--- src/sv/assert_macros.svh ---
// Assertion macros shared by the RTL files.
// Each use expects clk_i and rst_ni in scope; no other dependencies.
`ifndef ASSERT_MACROS_SVH
`define ASSERT_MACROS_SVH

// Property checked at every rising clock edge outside reset.
`define ASSERT_CLK(lbl, prop, msg) \
  lbl: assert property (@(posedge clk_i) disable iff (!rst_ni) (prop)) else $error(msg);

// Implication with the consequent checked in the next cycle.
`define ASSERT_NEXT(lbl, ante, cons, msg) \
  lbl: assert property (@(posedge clk_i) disable iff (!rst_ni) (ante) |=> (cons)) \
    else $error(msg);

`endif

--- src/sv/moesi_pkg.sv ---
// Package for the MOESI snoop coherence block: sizes, state codes, row type.
// No dependencies.
package moesi_pkg;

  localparam int NumCaches = 4;
  localparam int NumLines  = 16;

  localparam int StW   = 3;
  localparam int FuncW = 1;
  localparam int ReqW  = 2;
  localparam int LineW = 4;
  localparam int CntW  = 2;

  // Address width of the line store.
  localparam int LineAw = (NumLines > 1) ? $clog2(NumLines) : 1;
  // Width of an internal peer count.
  localparam int PeerW  = (NumCaches > 2) ? $clog2(NumCaches) : 1;

  typedef enum logic [StW-1:0] {
    ST_I = 3'd0,
    ST_S = 3'd1,
    ST_E = 3'd2,
    ST_O = 3'd3,
    ST_M = 3'd4
  } moesi_state_e;

  typedef enum logic [FuncW-1:0] {
    FN_READ  = 1'b0,
    FN_WRITE = 1'b1
  } moesi_func_e;

  // One line: a state field per cache.
  typedef logic [NumCaches-1:0][StW-1:0] row_t;

endpackage

--- src/sv/moesi_if.sv ---
// Request and response channel interfaces of the MOESI snoop block.
// Depends on moesi_pkg.
interface moesi_req_if;
  logic                         valid;
  logic                         ready;
  logic [moesi_pkg::FuncW-1:0]  func;
  logic [moesi_pkg::ReqW-1:0]   requester;
  logic [moesi_pkg::LineW-1:0]  line_index;

  modport source (output valid, func, requester, line_index, input ready);
  modport sink   (input valid, func, requester, line_index, output ready);
endinterface

interface moesi_rsp_if;
  logic                         valid;
  logic                         ready;
  logic                         local_hit;
  logic [moesi_pkg::StW-1:0]    old_state;
  logic [moesi_pkg::StW-1:0]    new_state;
  logic [moesi_pkg::CntW-1:0]   peer_copies;
  logic [moesi_pkg::CntW-1:0]   peers_invalidated;

  modport source (output valid, local_hit, old_state, new_state, peer_copies,
                  peers_invalidated, input ready);
  modport sink   (input valid, local_hit, old_state, new_state, peer_copies,
                  peers_invalidated, output ready);
endinterface

--- src/sv/moesi_snoop_coherence_top.sv ---
// MOESI snoop coherence controller, top level. Depends on moesi_pkg, moesi_if.sv
// and assert_macros.svh.
// Throughput: one request per cycle while the response register is free or being drained,
// set by the single read and write port of the line store.
// Reset clears the per-line valid bits at once; no clearing pass, requests taken right away.
// The response register holds the last result while the next request is looked up.
`include "assert_macros.svh"

module moesi_snoop_coherence_top (
  input  logic               clk_i,
  input  logic               rst_ni,
  moesi_req_if.sink          req_i,
  moesi_rsp_if.source        rsp_o
);
  import moesi_pkg::*;

  // Line store: one row of per-cache states per line, with a registered read.
  row_t                  mem_q [NumLines];
  logic [NumLines-1:0]   row_vld_q;    // row written since reset; else reads all I

  // Lookup stage: request whose row read is in flight.
  logic                  s1_valid_q;
  logic [FuncW-1:0]      s1_func_q;
  logic [ReqW-1:0]       s1_req_q;
  logic [LineW-1:0]      s1_line_q;
  row_t                  rdata_q;
  logic                  rd_vld_q;
  // Forwarding of a write-back that hit the same row in the read cycle.
  logic                  fwd_q;
  row_t                  fwd_row_q;

  // Response register.
  logic                  out_valid_q;
  logic                  hit_q;
  logic [StW-1:0]        old_q;
  logic [StW-1:0]        new_q;
  logic [CntW-1:0]       peers_q;
  logic [CntW-1:0]       killed_q;

  logic                  in_acc;
  logic                  s1_adv;
  logic                  in_range;
  logic                  wr_en;
  logic [LineAw-1:0]     wr_addr;
  logic [LineAw-1:0]     rd_addr;
  row_t                  row;
  row_t                  new_row;
  logic [StW-1:0]        old_st;
  logic [StW-1:0]        new_st;
  logic [PeerW-1:0]      peers;
  logic [PeerW-1:0]      killed;
  logic [CntW-1:0]       peers_sat;
  logic [CntW-1:0]       killed_sat;

  // Handshake: the lookup stage moves on when the response register is free
  // or being drained; a new request enters behind it in the same cycle.
  assign s1_adv      = s1_valid_q && (!out_valid_q || rsp_o.ready);
  assign req_i.ready = !s1_valid_q || s1_adv;
  assign in_acc      = req_i.valid && req_i.ready;

  assign rd_addr = req_i.line_index[LineAw-1:0];
  assign wr_addr = s1_line_q[LineAw-1:0];

  // Out-of-range requester or line: no update, all-zero response.
  assign in_range = (int'(s1_req_q) < NumCaches) && (int'(s1_line_q) < NumLines);

  // Current row: forwarded write-back, stored row, or all I if never written.
  always_comb begin
    if (fwd_q) begin
      row = fwd_row_q;
    end else if (rd_vld_q) begin
      row = rdata_q;
    end else begin
      row = '0;
    end
  end

  // Snoop and state update for one row.
  always_comb begin
    new_row = row;
    old_st  = row[s1_req_q];
    peers   = '0;
    killed  = '0;
    for (int i = 0; i < NumCaches; i++) begin
      if (i != int'(s1_req_q) && row[i] != ST_I) begin
        peers = peers + PeerW'(1);
      end
    end
    new_st = old_st;
    case (moesi_func_e'(s1_func_q))
      FN_READ: begin
        if (old_st == ST_I) begin
          // Read miss: owners downgrade, exclusive holders become shared.
          for (int i = 0; i < NumCaches; i++) begin
            if (i != int'(s1_req_q)) begin
              if (row[i] == ST_M) begin
                new_row[i] = ST_O;
              end else if (row[i] == ST_E) begin
                new_row[i] = ST_S;
              end
            end
          end
          new_st = (peers != '0) ? ST_S : ST_E;
        end
      end
      FN_WRITE: begin
        if (old_st inside {ST_S, ST_O, ST_I}) begin
          // Write from S, O or I: every valid peer copy is invalidated.
          for (int i = 0; i < NumCaches; i++) begin
            if (i != int'(s1_req_q)) begin
              new_row[i] = ST_I;
            end
          end
          killed = peers;
        end
        new_st = ST_M;
      end
      default: begin
        new_st = old_st;
      end
    endcase
    new_row[s1_req_q] = new_st;
  end

  // Counts saturate at the response field's maximum.
  assign peers_sat  = (int'(peers) > 3) ? CntW'(3) : CntW'(peers);
  assign killed_sat = (int'(killed) > 3) ? CntW'(3) : CntW'(killed);

  assign wr_en = s1_adv && in_range;

  // Line store: read on request accept, write back as the lookup moves on.
  always_ff @(posedge clk_i) begin
    if (wr_en) begin
      mem_q[wr_addr] <= new_row;
    end
    if (in_acc) begin
      rdata_q <= mem_q[rd_addr];
    end
  end

  always_ff @(posedge clk_i or negedge rst_ni) begin
    if (!rst_ni) begin
      row_vld_q <= '0;
    end else if (wr_en) begin
      row_vld_q[wr_addr] <= 1'b1;
    end
  end

  // Lookup stage control.
  always_ff @(posedge clk_i or negedge rst_ni) begin
    if (!rst_ni) begin
      s1_valid_q <= 1'b0;
      rd_vld_q   <= 1'b0;
      fwd_q      <= 1'b0;
    end else begin
      if (in_acc) begin
        s1_valid_q <= 1'b1;
        rd_vld_q   <= row_vld_q[rd_addr];
        fwd_q      <= wr_en && (wr_addr == rd_addr);
      end else if (s1_adv) begin
        s1_valid_q <= 1'b0;
      end
    end
  end

  always_ff @(posedge clk_i) begin
    if (in_acc) begin
      s1_func_q <= req_i.func;
      s1_req_q  <= req_i.requester;
      s1_line_q <= req_i.line_index;
      fwd_row_q <= new_row;
    end
  end

  // Response register.
  always_ff @(posedge clk_i or negedge rst_ni) begin
    if (!rst_ni) begin
      out_valid_q <= 1'b0;
    end else if (s1_adv) begin
      out_valid_q <= 1'b1;
    end else if (rsp_o.ready) begin
      out_valid_q <= 1'b0;
    end
  end

  always_ff @(posedge clk_i) begin
    if (s1_adv) begin
      hit_q    <= in_range && (old_st != ST_I);
      old_q    <= in_range ? old_st : StW'(ST_I);
      new_q    <= in_range ? new_st : StW'(ST_I);
      peers_q  <= in_range ? peers_sat : '0;
      killed_q <= in_range ? killed_sat : '0;
    end
  end

  assign rsp_o.valid             = out_valid_q;
  assign rsp_o.local_hit         = hit_q;
  assign rsp_o.old_state         = old_q;
  assign rsp_o.new_state         = new_q;
  assign rsp_o.peer_copies       = peers_q;
  assign rsp_o.peers_invalidated = killed_q;

  // A write can never invalidate more peers than held the line.
  `ASSERT_CLK(a_kill_le_peers, !out_valid_q || (killed_q <= peers_q), "invalidated > peer copies")
  // Write from exclusive snoops nothing.
  `ASSERT_CLK(a_excl_no_kill, !(out_valid_q && old_q == ST_E) || (killed_q == '0), "E write killed peers")
  // An accepted request occupies the lookup stage with its line.
  `ASSERT_NEXT(a_s1_load, in_acc, s1_valid_q && (s1_line_q == $past(req_i.line_index)), "lookup not loaded")

endmodule
--- src/flat_wrapper.sv ---
// flat-port wrapper written by rule: the top's interface ports become plain ports
module moesi_snoop_coherence_top_flat import moesi_pkg::*;
  (clk_i, rst_ni, req_i_valid, req_i_func, req_i_requester, req_i_line_index, req_i_ready, rsp_o_valid, rsp_o_local_hit, rsp_o_old_state, rsp_o_new_state, rsp_o_peer_copies, rsp_o_peers_invalidated, rsp_o_ready);
  moesi_req_if req_i_i ();
  moesi_rsp_if rsp_o_i ();
  input  logic clk_i;
  input  logic rst_ni;
  input wire logic [$bits(req_i_i.valid)-1:0] req_i_valid;
  input wire logic [$bits(req_i_i.func)-1:0] req_i_func;
  input wire logic [$bits(req_i_i.requester)-1:0] req_i_requester;
  input wire logic [$bits(req_i_i.line_index)-1:0] req_i_line_index;
  output wire logic [$bits(req_i_i.ready)-1:0] req_i_ready;
  output wire logic [$bits(rsp_o_i.valid)-1:0] rsp_o_valid;
  output wire logic [$bits(rsp_o_i.local_hit)-1:0] rsp_o_local_hit;
  output wire logic [$bits(rsp_o_i.old_state)-1:0] rsp_o_old_state;
  output wire logic [$bits(rsp_o_i.new_state)-1:0] rsp_o_new_state;
  output wire logic [$bits(rsp_o_i.peer_copies)-1:0] rsp_o_peer_copies;
  output wire logic [$bits(rsp_o_i.peers_invalidated)-1:0] rsp_o_peers_invalidated;
  input wire logic [$bits(rsp_o_i.ready)-1:0] rsp_o_ready;
  assign req_i_i.valid = req_i_valid;
  assign req_i_i.func = req_i_func;
  assign req_i_i.requester = req_i_requester;
  assign req_i_i.line_index = req_i_line_index;
  assign req_i_ready = req_i_i.ready;
  assign rsp_o_valid = rsp_o_i.valid;
  assign rsp_o_local_hit = rsp_o_i.local_hit;
  assign rsp_o_old_state = rsp_o_i.old_state;
  assign rsp_o_new_state = rsp_o_i.new_state;
  assign rsp_o_peer_copies = rsp_o_i.peer_copies;
  assign rsp_o_peers_invalidated = rsp_o_i.peers_invalidated;
  assign rsp_o_i.ready = rsp_o_ready;
  moesi_snoop_coherence_top u_core (.clk_i(clk_i), .rst_ni(rst_ni), .req_i(req_i_i), .rsp_o(rsp_o_i));
endmodule
--- config.mk ---
export PLATFORM = sky130hd
export DESIGN_NAME = moesi_snoop_coherence_top_flat
export DESIGN_NICKNAME = d
export VERILOG_FILES = /design/src/sv/moesi_pkg.sv /design/src/sv/moesi_if.sv /design/src/sv/moesi_snoop_coherence_top.sv /design/src/flat_wrapper.sv
export VERILOG_INCLUDE_DIRS = /design/src /design/src/sv
export SDC_FILE = /design/constraint.sdc
export NUM_CORES = 1
export LEC_CHECK = 0
export BUFFER_PORTS_ARGS = -buffer_cell sky130_fd_sc_hd__buf_2
export CORE_MARGIN = 1.5
export CORE_UTILIZATION = 55
export DETAILED_ROUTE_END_ITERATION = 12
export PLACE_DENSITY = 0.82
export SYNTH_ARGS = -nofsm -noshare
export SYNTH_HDL_FRONTEND = slang
export SYNTH_SLANG_ARGS = --single-unit
--- constraint.sdc ---
create_clock -name clk_i -period 4.5 [get_ports clk_i]
set_clock_uncertainty 0.05 [all_clocks]
set_input_delay 0.45 -clock clk_i [delete_from_list [all_inputs] [get_ports clk_i]]
set_output_delay 0.45 -clock clk_i [all_outputs]
set_load 0.1 [all_outputs]
# [After elaboration in Yosys (flattened, before gate mapping)]
# Memories as Yosys holds them, arrays and structs flattened. A register that Yosys moved wholly into a read port is not among the register bits.
# Cells that the tools add are included.
[totals] ff_bits=50 latchBits=0 ram_bits=192 mem_bits_ro=0 in_bits=11 out_inout_bits=13 wordCells=110 mem_count=1
[mem_list] name="u_core.mem_q" depth=16 width=12 read_ports=1 rd_ports_with_merged_regs=1 write_ports=1 line="moesi_snoop_coherence_top.sv:18" source="row_t mem_q [NumLines];"
[classes] add_sub_neg=3 multipliers=0 div_mod_pow=0 n_lt_le_gt_ge=5 eq_ne=14 shifts=0 n_mux=43 bitwise_logic=2 n_reduce_logical=25
[ops] op="$mux 3" count=19
[ops] op="$mux 12" count=4
[ops] op="$pmux 12 s2" count=1
[ops] op="$reduce_bool 3->1" count=6
[ops] op="$or 16x16->16" count=1
[ops] op="$eq 3x2->1 const B" count=5
[ops] op="$bwmux 12" count=1
[ops] op="$eq 3x3->1 const B" count=4
[ops] op="$lt 4x5->1 const B" count=2
[ops] op="$logic_and 1x1->1" count=9
[ops] op="$mux 1" count=9
[ops] op="$mux 2" count=4
[ops] op="$reduce_bool 2->1" count=4
[ops] op="$bmux 3 s2" count=1
[ops] op="$demux 3 s2" count=1
[ops] op="$pmux 3 s2" count=1
[ops] op="$add 2x1->2 const B" count=2
[ops] op="$bmux 1 s4" count=1
[ops] op="$demux 1 s4" count=1
[ops] op="$eq 4x4->1" count=1
[ops] op="$ge 4x1->1 const B" count=1
[ops] op="$ne 2x2->1 const A" count=2
[ops] op="$eq 3x1->1 const B" count=1
[ops] op="$logic_not 3->1" count=1
[ops] op="other kinds (8)" count=10

# [Logic depth before layout (Yosys ltp)]
# Gate-level depths: netlist of the first run.
[depth] depth_word=16 mapped_depth=13 ltp_nobuf=10

# [Least setup slack after synthesis of the first run]
# Ideal clock, no wire load.
[synth_timing] path_kind="register to register" startpoint="reg u_core.fwd_q" endpoint="reg u_core.fwd_row_q[10] in the netlist's numbering, data pin" setup_time_ns=0.355 arrival_time_ns=3.447 required_ns=4.095 setup_slack_ns=0.649 stages_incl_launch_ff=11 n_path_buf=3 synth_period_minus_slack_ns=3.851 path_cell_list="dfrtp_1 buf_4 buf_6 clkbuf_1 a22o_1 o31ai_1 inv_1 ha_1 o311ai_1 a41oi_2 o311ai_1"
[synth_lines] item="start: declaration" line="moesi_snoop_coherence_top.sv:29" source="logic fwd_q;"
[synth_lines] item="start signal: assignment" line="moesi_snoop_coherence_top.sv:159" source="fwd_q <= wr_en && (wr_addr == rd_addr);"
[synth_lines] item="end signal: assignment" line="moesi_snoop_coherence_top.sv:171" source="fwd_row_q <= new_row;"
[synth_lines] item="end: declaration" line="moesi_snoop_coherence_top.sv:30" source="row_t fwd_row_q;"

==> impl_metrics.env, run 1 <==
export IMPL_antenna_cells=0
export IMPL_finalInstanceArea_um2=11700
export IMPL_cts_max_level=1
export IMPL_fmax_mhz=240
export IMPL_dieArea_um2=19900
export IMPL_cts_tree="built"
export IMPL_vias_per_cell=6.70
export IMPL_die_w_um=141
export IMPL_grt_overflow=0
export IMPL_area_delta_synth_final_pct=11.3
export IMPL_place_congestion=0.961
export IMPL_grt_pass1_wl_mm=35.1
export IMPL_drive_above_1_share_pct=30.0
export IMPL_clock_path_buffers=3
export IMPL_antenna_left=0
export IMPL_grt_max_degree=43
export IMPL_clock_latency_ns=0.53
export IMPL_vias=5614
export IMPL_pin_count=24
export IMPL_leakage_nw=3.82
export IMPL_placed_area_um2=10900
export IMPL_multiInputGateArea_um2=2850
export IMPL_core_area_um2=18700
export IMPL_path_class="reg -> reg"
export IMPL_synth_edf_count=234
export IMPL_fill_cells=1255
export IMPL_max_cap_violations=0
export IMPL_syn_area_um2=10500
export IMPL_tightest_slew_ns=1.35
export IMPL_hold_violations=0
export IMPL_power_density_nw_per_um2=516
export IMPL_setup_viol_count_final=0
export IMPL_avgSynthCellArea_um2=19.1
export IMPL_drtPass1Iterations=8
export IMPL_endpoint_kind="flip-flop"
export IMPL_outcome="finished, final reports clean"
export IMPL_ir_drop_mv=0.368
export IMPL_cts_setup_buffers=0
export IMPL_layout_min_cycle_time_ns=4.17
export IMPL_first_iter_violations=603
export IMPL_cts_resized=0
export IMPL_die_h_um=141
export IMPL_ys_async_sr_fraction_pct=7.87
export IMPL_rsz0062_at_grt="false"
export IMPL_grt_use_total_pct=24.7
export IMPL_tns_ns=0
export IMPL_ys_types=58
export IMPL_start_util_pct=56.1
export IMPL_clk_pin_slew_ns=0.06
export IMPL_seq_area_frac_synth_pct=71.8
export IMPL_seq_area_um2=7530
export IMPL_cp_max_fo=17
export IMPL_antenna_found_initial=0
export IMPL_syn_nets=562
export IMPL_cts_buffers_inserted=25
export IMPL_yosysWarnings=0
export IMPL_cts_hold_buf=1
export IMPL_drc_errors=0
export IMPL_clockRootBuffer="clkbuf_16"
export IMPL_post_place_cells=793
export IMPL_finalNonFillerCells=838
export IMPL_wl_per_cell_um=27.9
export IMPL_power_mw=6.03
export IMPL_clkSinkCount=254
export IMPL_synth_seq_cells=254
export IMPL_port_buffers=23
export IMPL_cp_arrival_ns=4.26
export IMPL_hpwl_mm=14.0
export IMPL_synth_main_ff_cell="edfxtp_1"
export IMPL_fin_nets=600
export IMPL_startpoint_type="flip-flop"
export IMPL_relSlewSlack_pct=9.85
export IMPL_num_rows=50
export IMPL_final_core_util_pct=62.4
export IMPL_synth_cells=549
export IMPL_grt_pass1_vias=5555
export IMPL_routed_wl_mm=23.4
export IMPL_fin_crit_sh_pct=92.6
export IMPL_min_path_type="in -> reg"
export IMPL_drv_slew=0
export IMPL_required_ns=4.59
[power breakdown]
| part | switching [mW] | leakage [nW] | internal [mW] |
|---|---|---|---|
| clock | 0.828 | 0.355 | 1.03 |
| sequential | 0.0756 | 2.38 | 2.91 |
| combinational | 0.814 | 1.08 | 0.371 |
| total | 1.72 | 3.82 | 4.31 |
[synth_stat cells (5+ instances only)]
cell	number	share of area [%]
buf_2	5	0.24
o21ai_0	13	0.62
inv_1	6	0.21
a21oi_1	7	0.33
clkbuf_1	16	0.57
o22ai_1	5	0.30
mux4_2	67	14
o211ai_1	5	0.36
nand2_1	19	0.68
a22oi_1	6	0.43
a22o_1	7	0.58
edfxtp_1	234	67
nand2b_1	11	0.66
dfrtp_1	20	4.8
or2_2	16	0.95
xnor2_1	7	0.58
nor3_1	5	0.24
nor2_1	23	0.82
[layout make-up]
type / instances / area share, %
repair buffers: 39 / 2.06
inverters: 10 / 0.322
clock buffers: 33 / 5.62
well taps: 234 / 2.51
flip-flops and latches: 254 / 64.5
clock inverters: 11 / 0.579
multi-input cells: 257 / 24.4
[logic make-up (layout without fill, tap and decap cells)]
logic type / count (synthesis) / count (layout) / share of synthesized area [%]
XOR/XNOR: 9 / 9 / 0.752
AO/OA/AOI/OAI: 80 / 80 / 6.09
multiplexers: 68 / 68 / 14.5
adder cells (fa/ha/maj): 2 / 2 / 0.239
buffers and inverters: 38 / 93 / 1.71
AND/OR/NAND/NOR: 98 / 98 / 4.93
flip-flops: 254 / 254 / 71.8
[through the flow]
step                      hold WS [ns]  setup slack, ns
after floorplan                  0.104            0.649
after global placement           0.365            0.624
after detailed placement         0.381            0.491
after CTS                       0.0373            0.467
after global routing            0.0515            0.253
final                           0.0538            0.332
[critical path: stages (launching register included)]
cell	delay, ns
dfrtp_1	0.45
nor2b_1	0.20
a22o_1	0.26
o31ai_1	0.39
inv_1	0.09
ha_1	0.35
o311ai_1	0.58
a41oi_2	0.32
o211ai_1	1.10
[state kept, by name, indices dropped and copies added, names as in the netlist]
signal	count
u_core.rsp_o.local_hit	1
u_core.rsp_o.valid	1
u_core.rsp_o.peers_invalidated	2
u_core.s1_func_q	1
u_core.rsp_o.old_state	3
u_core.s1_line_q	4
u_core.s1_valid_q	1
u_core.rsp_o.peer_copies	2
u_core.row_vld_q	16
u_core.s1_req_q	2
u_core.rdata_q	12
u_core.rd_vld_q	1
u_core.mem_q	192
u_core.fwd_row_q	12
u_core.fwd_q	1
u_core.rsp_o.new_state	3
[per-layer routing]
layer  up-vias  share of wire, %  track usage (%)
met4         0               3.0             7.95
li1       2357                 -                -
met2       317                49             40.0
met3        48               8.7             5.03
met1      2892                40             34.2
met5         -                 0                0
[worst paths after layout]
path | startpoint | end | slack [ns] | cells past startpoint
setup / recovery | u_core.rd_vld_q | u_core.mem_q[12][1] | 0.33 | 8
hold / removal | req_i_func | u_core.s1_func_q | 0.05 | 1
setup reg to reg | u_core.rd_vld_q | u_core.mem_q[12][1] | 0.33 | 8
hold reg to reg | u_core.row_vld_q[10] | u_core.row_vld_q[10] | 0.42 | 1
max in group asynchronous | rst_ni | u_core.fwd_q | 3.67 | 2
min in group asynchronous | rst_ni | u_core.row_vld_q[4] | 0.39 | 2
[cells in the final DEF (no fill, tap or decap), types with 8 or more instances in the layout]
cell	count
or2_2	16
nor2_1	11
nor2_2	12
nand2_1	19
clkbuf_1	8
o21ai_0	13
edfxtp_1	234
buf_2	22
clkbuf_16	25
nand2b_1	11
mux4_2	67
buf_4	16
dfrtp_1	20
Note: power is estimated with default switching activity, not from simulation.
==> run 2: changes to the inputs <==
--- a/config.mk
+++ b/config.mk
@@ -8,9 +8,10 @@
 export LEC_CHECK = 0
 export BUFFER_PORTS_ARGS = -buffer_cell sky130_fd_sc_hd__buf_2
 export CORE_MARGIN = 1.5
-export CORE_UTILIZATION = 55
+export CORE_UTILIZATION = 60
+export CTS_BUF_LIST = sky130_fd_sc_hd__clkbuf_8
 export DETAILED_ROUTE_END_ITERATION = 12
-export PLACE_DENSITY = 0.82
+export PLACE_DENSITY = 0.88
 export SYNTH_ARGS = -nofsm -noshare
 export SYNTH_HDL_FRONTEND = slang
 export SYNTH_SLANG_ARGS = --single-unit
==> run 2 against run 1 <==
Effect of this change: sequential cell count is the same; sequential share of layout area is essentially flat; via count grew 2.5%; clock power shrank 6%; combinational power is essentially flat; worst hold slack lost 0.0036 ns; critical path depth is the same; power shrank 2.0%; sequential power is essentially flat; maximum frequency shrank 1.7%; die area shrank 8.2%; critical path type unchanged; largest cell class unchanged.
==> impl_metrics.env, run 2 (synthesized netlist as in run 1, its figures left out) <==
export IMPL_num_rows=48
export IMPL_placed_area_um2=11000
export IMPL_clock_latency_ns=0.54
export IMPL_wl_per_cell_um=26.8
export IMPL_cts_max_level=2
export IMPL_place_congestion=0.939
export IMPL_layout_min_cycle_time_ns=4.24
export IMPL_die_w_um=135
export IMPL_path_class="reg -> reg"
export IMPL_grt_pass1_vias=5745
export IMPL_cts_tree="built"
export IMPL_hold_end="u_core.s1_req_q[1]"
export IMPL_hpwl_mm=14.0
export IMPL_fill_cells=1105
export IMPL_vias=5756
export IMPL_mostFrequentLayoutCells="edfxtp_1, mux4_2, clkbuf_8, inv_1, buf_2"
export IMPL_antenna_cells=0
export IMPL_drc_errors=0
export IMPL_grt_max_degree=52
export IMPL_min_path_type="in -> reg"
export IMPL_drive_above_1_share_pct=32.1
export IMPL_cts_buffers_inserted=39
export IMPL_tns_ns=0
export IMPL_rr_worst_depth=8
export IMPL_core_area_um2=17200
export IMPL_leakage_nw=3.90
export IMPL_start_util_pct=61.0
export IMPL_rsz0062_at_grt="false"
export IMPL_rr_endpoint="u_core.mem_q[0][1]"
export IMPL_first_iter_violations=690
export IMPL_hold_slack_ns=0.0501
export IMPL_required_ns=4.61
export IMPL_final_common_cell="edfxtp_1"
export IMPL_clockRootBuffer="clkbuf_8"
export IMPL_grt_pass1_wl_mm=35.1
export IMPL_drv_slew=0
export IMPL_relSlewSlack_pct=22.7
export IMPL_finalInstanceArea_um2=11700
export IMPL_grt_use_total_pct=27.0
export IMPL_r2r_start="u_core.fwd_q"
export IMPL_clock_path_buffers=3
export IMPL_antenna_left=0
export IMPL_outcome="finished, final reports clean"
export IMPL_area_delta_synth_final_pct=11.3
export IMPL_power_density_nw_per_um2=506
export IMPL_grt_overflow=0
export IMPL_fmax_mhz=236
export IMPL_largest_reg_flops=192
export IMPL_dieArea_um2=18300
export IMPL_ir_drop_mv=0.345
export IMPL_die_h_um=135
export IMPL_cts_resized=0
export IMPL_startpoint_type="flip-flop"
export IMPL_endpoint_kind="flip-flop"
export IMPL_setup_viol_count_final=0
export IMPL_cp_arrival_ns=4.36
export IMPL_r2r_slack_ns=0.26
export IMPL_hold_violations=0
export IMPL_whs_path_depth=1
export IMPL_port_buffers=23
export IMPL_tightest_slew_ns=1.16
export IMPL_hp_start="req_i_requester[1]"
export IMPL_vias_per_cell=6.71
export IMPL_max_flop_register="u_core.mem_q"
export IMPL_pin_count=24
export IMPL_drtPass1Iterations=5
export IMPL_cp_max_fo=17
export IMPL_fin_crit_sh_pct=94.3
export IMPL_max_cap_violations=0
export IMPL_clkSinkCount=254
export IMPL_clk_pin_slew_ns=0.07
export IMPL_antenna_found_initial=0
export IMPL_top_regs="u_core.mem_q: 192 flops, u_core.row_vld_q: 16 flops"
export IMPL_fin_nets=617
export IMPL_routed_wl_mm=23.0
## run 2: changes by cell type in the layout (fill, tap and decap cells not counted)
cell        delta
inv_16         -1
clkbuf_1       -8
clkbuf_16     -25
clkinv_1       -1
clkinv_2       +1
inv_6          +1
clkbuf_8      +43
clkinv_4       -1
buf_4          +3
inv_1         +16
clkinvlp_4     +1
## run 2: cell type report
| class | instances | area, um2 | area share, % |
|---|---|---|---|
| clock buffers | 43 | 592 | 5.07 |
| well taps | 225 | 282 | 2.41 |
| multi-input cells | 257 | 2850 | 24.5 |
| inverters | 10 | 37.5 | 0.322 |
| repair buffers | 42 | 263 | 2.25 |
| clock inverters | 27 | 116 | 0.997 |
| flip-flops and latches | 254 | 7530 | 64.5 |
## run 2: what timing repair did
item                       CTS  global route
hold endpoints to repair    20             0
setup endpoints to repair    0             0
setup buffers                0             0
hold buffers                 1             0
## run 2: metal layers
metal  vias to the layer above  global-route usage, %  share of wire (%)
met5                         -                      0                  0
met2                       376                   40.3                 47
met1                      2944                   40.9                 41
met4                         0                   7.89                1.7
li1                       2395                      -                  -
met3                        41                   6.10                 11
## run 2: worst max path at each step
| stage | from | end | slack (ns) | cells after the start |
|---|---|---|---|---|
| after floorplan | u_core.fwd_q | u_core.fwd_row_q[10] | 0.65 | 10 |
| after global placement | u_core.fwd_q | u_core.mem_q[0][1] | 0.61 | 8 |
| after detailed placement | u_core.fwd_q | u_core.mem_q[12][1] | 0.36 | 8 |
| after CTS | u_core.fwd_q | u_core.mem_q[0][1] | 0.36 | 8 |
| after global routing | u_core.fwd_q | u_core.mem_q[0][1] | 0.006 | 8 |
| final | u_core.fwd_q | u_core.mem_q[0][1] | 0.26 | 8 |
## run 2: critical path: stages (launching register included)
cell and delay [ns]:
dfrtp_1 0.61, nor2b_1 0.22, a22o_1 0.30, o31ai_1 0.38, inv_1 0.09, ha_1 0.34
o311ai_1 0.56, a41oi_2 0.35, o211ai_1 0.97
## run 2: stage by stage
| step | instances | util (%) | worst slack, ns | power (mW) |
|---|---|---|---|---|
| finish | 858 | 67.9 | 0.258 | 5.90 |
| global route | 858 | 67.9 | 0.00551 | 6.12 |
| CTS | 858 | 67.9 | 0.355 | 5.91 |
| detailed placement | 787 | 63.8 | 0.360 | 4.19 |
| global placement | 787 | 63.8 | 0.607 | 4.15 |
| floorplan | 549 | - | 0.649 | 3.88 |
## run 2: report_power, final
group / internal (mW) / switching [mW] / leakage, nW
clock network: 0.881 / 0.859 / 0.425
logic: 0.375 / 0.798 / 1.09
registers: 2.91 / 0.0826 / 2.38
total: 4.16 / 1.74 / 3.90
==> run 3: changes to the inputs <==
--- a/config.mk
+++ b/config.mk
@@ -7,11 +7,13 @@
 export NUM_CORES = 1
 export LEC_CHECK = 0
 export BUFFER_PORTS_ARGS = -buffer_cell sky130_fd_sc_hd__buf_2
+export CELL_PAD_IN_SITES_DETAIL_PLACEMENT = 0
+export CELL_PAD_IN_SITES_GLOBAL_PLACEMENT = 1
 export CORE_MARGIN = 1.5
-export CORE_UTILIZATION = 60
+export CORE_UTILIZATION = 57
 export CTS_BUF_LIST = sky130_fd_sc_hd__clkbuf_8
 export DETAILED_ROUTE_END_ITERATION = 12
-export PLACE_DENSITY = 0.88
+export PLACE_DENSITY = 0.93
 export SYNTH_ARGS = -nofsm -noshare
 export SYNTH_HDL_FRONTEND = slang
 export SYNTH_SLANG_ARGS = --single-unit
==> run 3 against run 2 <==
Effect of this change: sequential power barely moved; power rose by 0.19%; core utilization fell by 3.1 points; die area rose by 5.1%; global-route usage fell by 2.4 points; non-clock buffer count did not move; largest cell class unchanged.
==> impl_metrics.env, run 3 (synthesized netlist as in run 1, its figures left out) <==
export IMPL_drive_above_1_share_pct=31.7
export IMPL_setup_viol_count_final=0
export IMPL_tightest_slew_ns=1.11
export IMPL_clockRootBuffer="clkbuf_8"
export IMPL_hold_violations=0
export IMPL_mostFrequentLayoutCells="edfxtp_1, mux4_2, clkbuf_8, inv_1, buf_2"
export IMPL_grt_pass1_vias=5684
export IMPL_routed_wl_mm=22.8
export IMPL_drc_errors=0
export IMPL_final_common_cell="edfxtp_1"
export IMPL_place_congestion=0.945
export IMPL_cp_slowest_cell="o211ai_1"
export IMPL_core_area_um2=18000
export IMPL_outcome="finished, final reports clean"
export IMPL_dieArea_um2=19200
export IMPL_pin_count=24
export IMPL_endpoint_kind="flip-flop"
export IMPL_ir_drop_mv=0.424
export IMPL_startpoint_type="flip-flop"
export IMPL_wl_per_cell_um=26.5
export IMPL_tns_ns=0
export IMPL_leakage_nw=3.91
export IMPL_die_w_um=139
export IMPL_relSlewSlack_pct=26.0
export IMPL_grt_max_degree=41
export IMPL_r2r_slack_ns=0.41
export IMPL_clock_path_buffers=3
export IMPL_grt_pass1_wl_mm=34.6
export IMPL_min_path_type="in -> reg"
export IMPL_clk_pin_slew_ns=0.07
export IMPL_drtPass1Iterations=5
export IMPL_fin_nets=617
export IMPL_fin_crit_sh_pct=90.9
export IMPL_cts_max_level=2
export IMPL_rsz0062_at_grt="false"
export IMPL_fmax_mhz=245
export IMPL_required_ns=4.62
export IMPL_cp_max_fo=18
export IMPL_final_core_util_pct=64.8
export IMPL_finalInstanceArea_um2=11700
export IMPL_grt_use_total_pct=24.6
export IMPL_max_cap_violations=0
export IMPL_area_delta_synth_final_pct=11.4
export IMPL_vias_per_cell=6.55
export IMPL_placed_area_um2=11000
export IMPL_antenna_cells=0
export IMPL_cpPeakStageDelay_ns=0.93
export IMPL_cp_arrival_ns=4.21
export IMPL_die_h_um=139
export IMPL_drv_slew=0
export IMPL_first_iter_violations=778
export IMPL_cts_buffers_inserted=39
export IMPL_port_buffers=23
export IMPL_cts_setup_buffers=0
export IMPL_largest_reg_flops=192
export IMPL_hpwl_mm=13.6
export IMPL_path_cells="nor2b_1, buf_4, a22o_1, o31ai_1, inv_1, ha_1, o311ai_1, a41oi_2, o211ai_1"
export IMPL_path_class="reg -> reg"
export IMPL_antenna_left=0
export IMPL_start_util_pct=58.2
export IMPL_num_rows=49
export IMPL_layout_min_cycle_time_ns=4.09
export IMPL_clock_latency_ns=0.53
export IMPL_vias=5635
export IMPL_cts_tree="built"
export IMPL_top_regs="u_core.mem_q: 192 flops, u_core.row_vld_q: 16 flops"
export IMPL_max_flop_register="u_core.mem_q"
export IMPL_grt_overflow=0
export IMPL_clkSinkCount=254
export IMPL_antenna_found_initial=0
export IMPL_power_density_nw_per_um2=506
run 3: final cells by class:
type / count / area, um2
repair buffers: 42 / 263
well taps: 229 / 287
clock inverters: 25 / 130
multi-input cells: 257 / 2850
fillers: 1194 / 6340
inverters: 10 / 37.5
flip-flops and latches: 254 / 7530
clock buffers: 43 / 592
run 3: power by group:
part | switching (mW) | internal (mW)
sequential | 0.0703 | 2.91
combinational | 0.801 | 0.376
clock | 0.827 | 0.933
total | 1.70 | 4.22
run 3: layer usage:
metal	vias up	global-route usage [%]	part of all wire, %
li1	2388	-	-
met1	2873	34.2	40
met2	320	37.9	48
met3	54	5.35	8.3
met4	0	11.6	4.1
met5	-	0	0
run 3: worst paths after layout:
kind / from / to / cells past startpoint
worst min-delay path: req_i_func / u_core.s1_func_q / 1
min in group asynchronous: rst_ni / u_core.fwd_q / 2
worst min register to register: u_core.row_vld_q[3] / u_core.row_vld_q[3] / 1
max in group asynchronous: rst_ni / u_core.rd_vld_q / 2
worst max-delay path: u_core.fwd_q / u_core.mem_q[12][1] / 9
worst max register to register: u_core.fwd_q / u_core.mem_q[12][1] / 9
run 3: critical path: cells and delay by family (launching register included):
kind / cells / cell delay (ns)
DFF: 1 / 0.51
adders and majority gates: 1 / 0.36
AOI/OAI and AO/OA: 5 / 2.43
and+or+nand+nor: 1 / 0.09
buffers and inverters: 2 / 0.30
run 3: timing repair:
item,4_1_cts,5_1_grt
resized for setup,0,0
hold endpoints to repair,20,0
hold buffers,1,0
run 3: per-stage QoR:
step | setup slack (ns) | power, mW | hold slack [ns] | instances
after global routing | 0.0196 | 6.14 | 0.0377 | 860
after detailed placement | 0.475 | 4.18 | 0.399 | 791
after CTS | 0.480 | 5.94 | 0.0340 | 860
after floorplan | 0.649 | 3.88 | 0.104 | 549
final | 0.411 | 5.91 | 0.0563 | 860
after global placement | 0.670 | 4.14 | 0.387 | 791
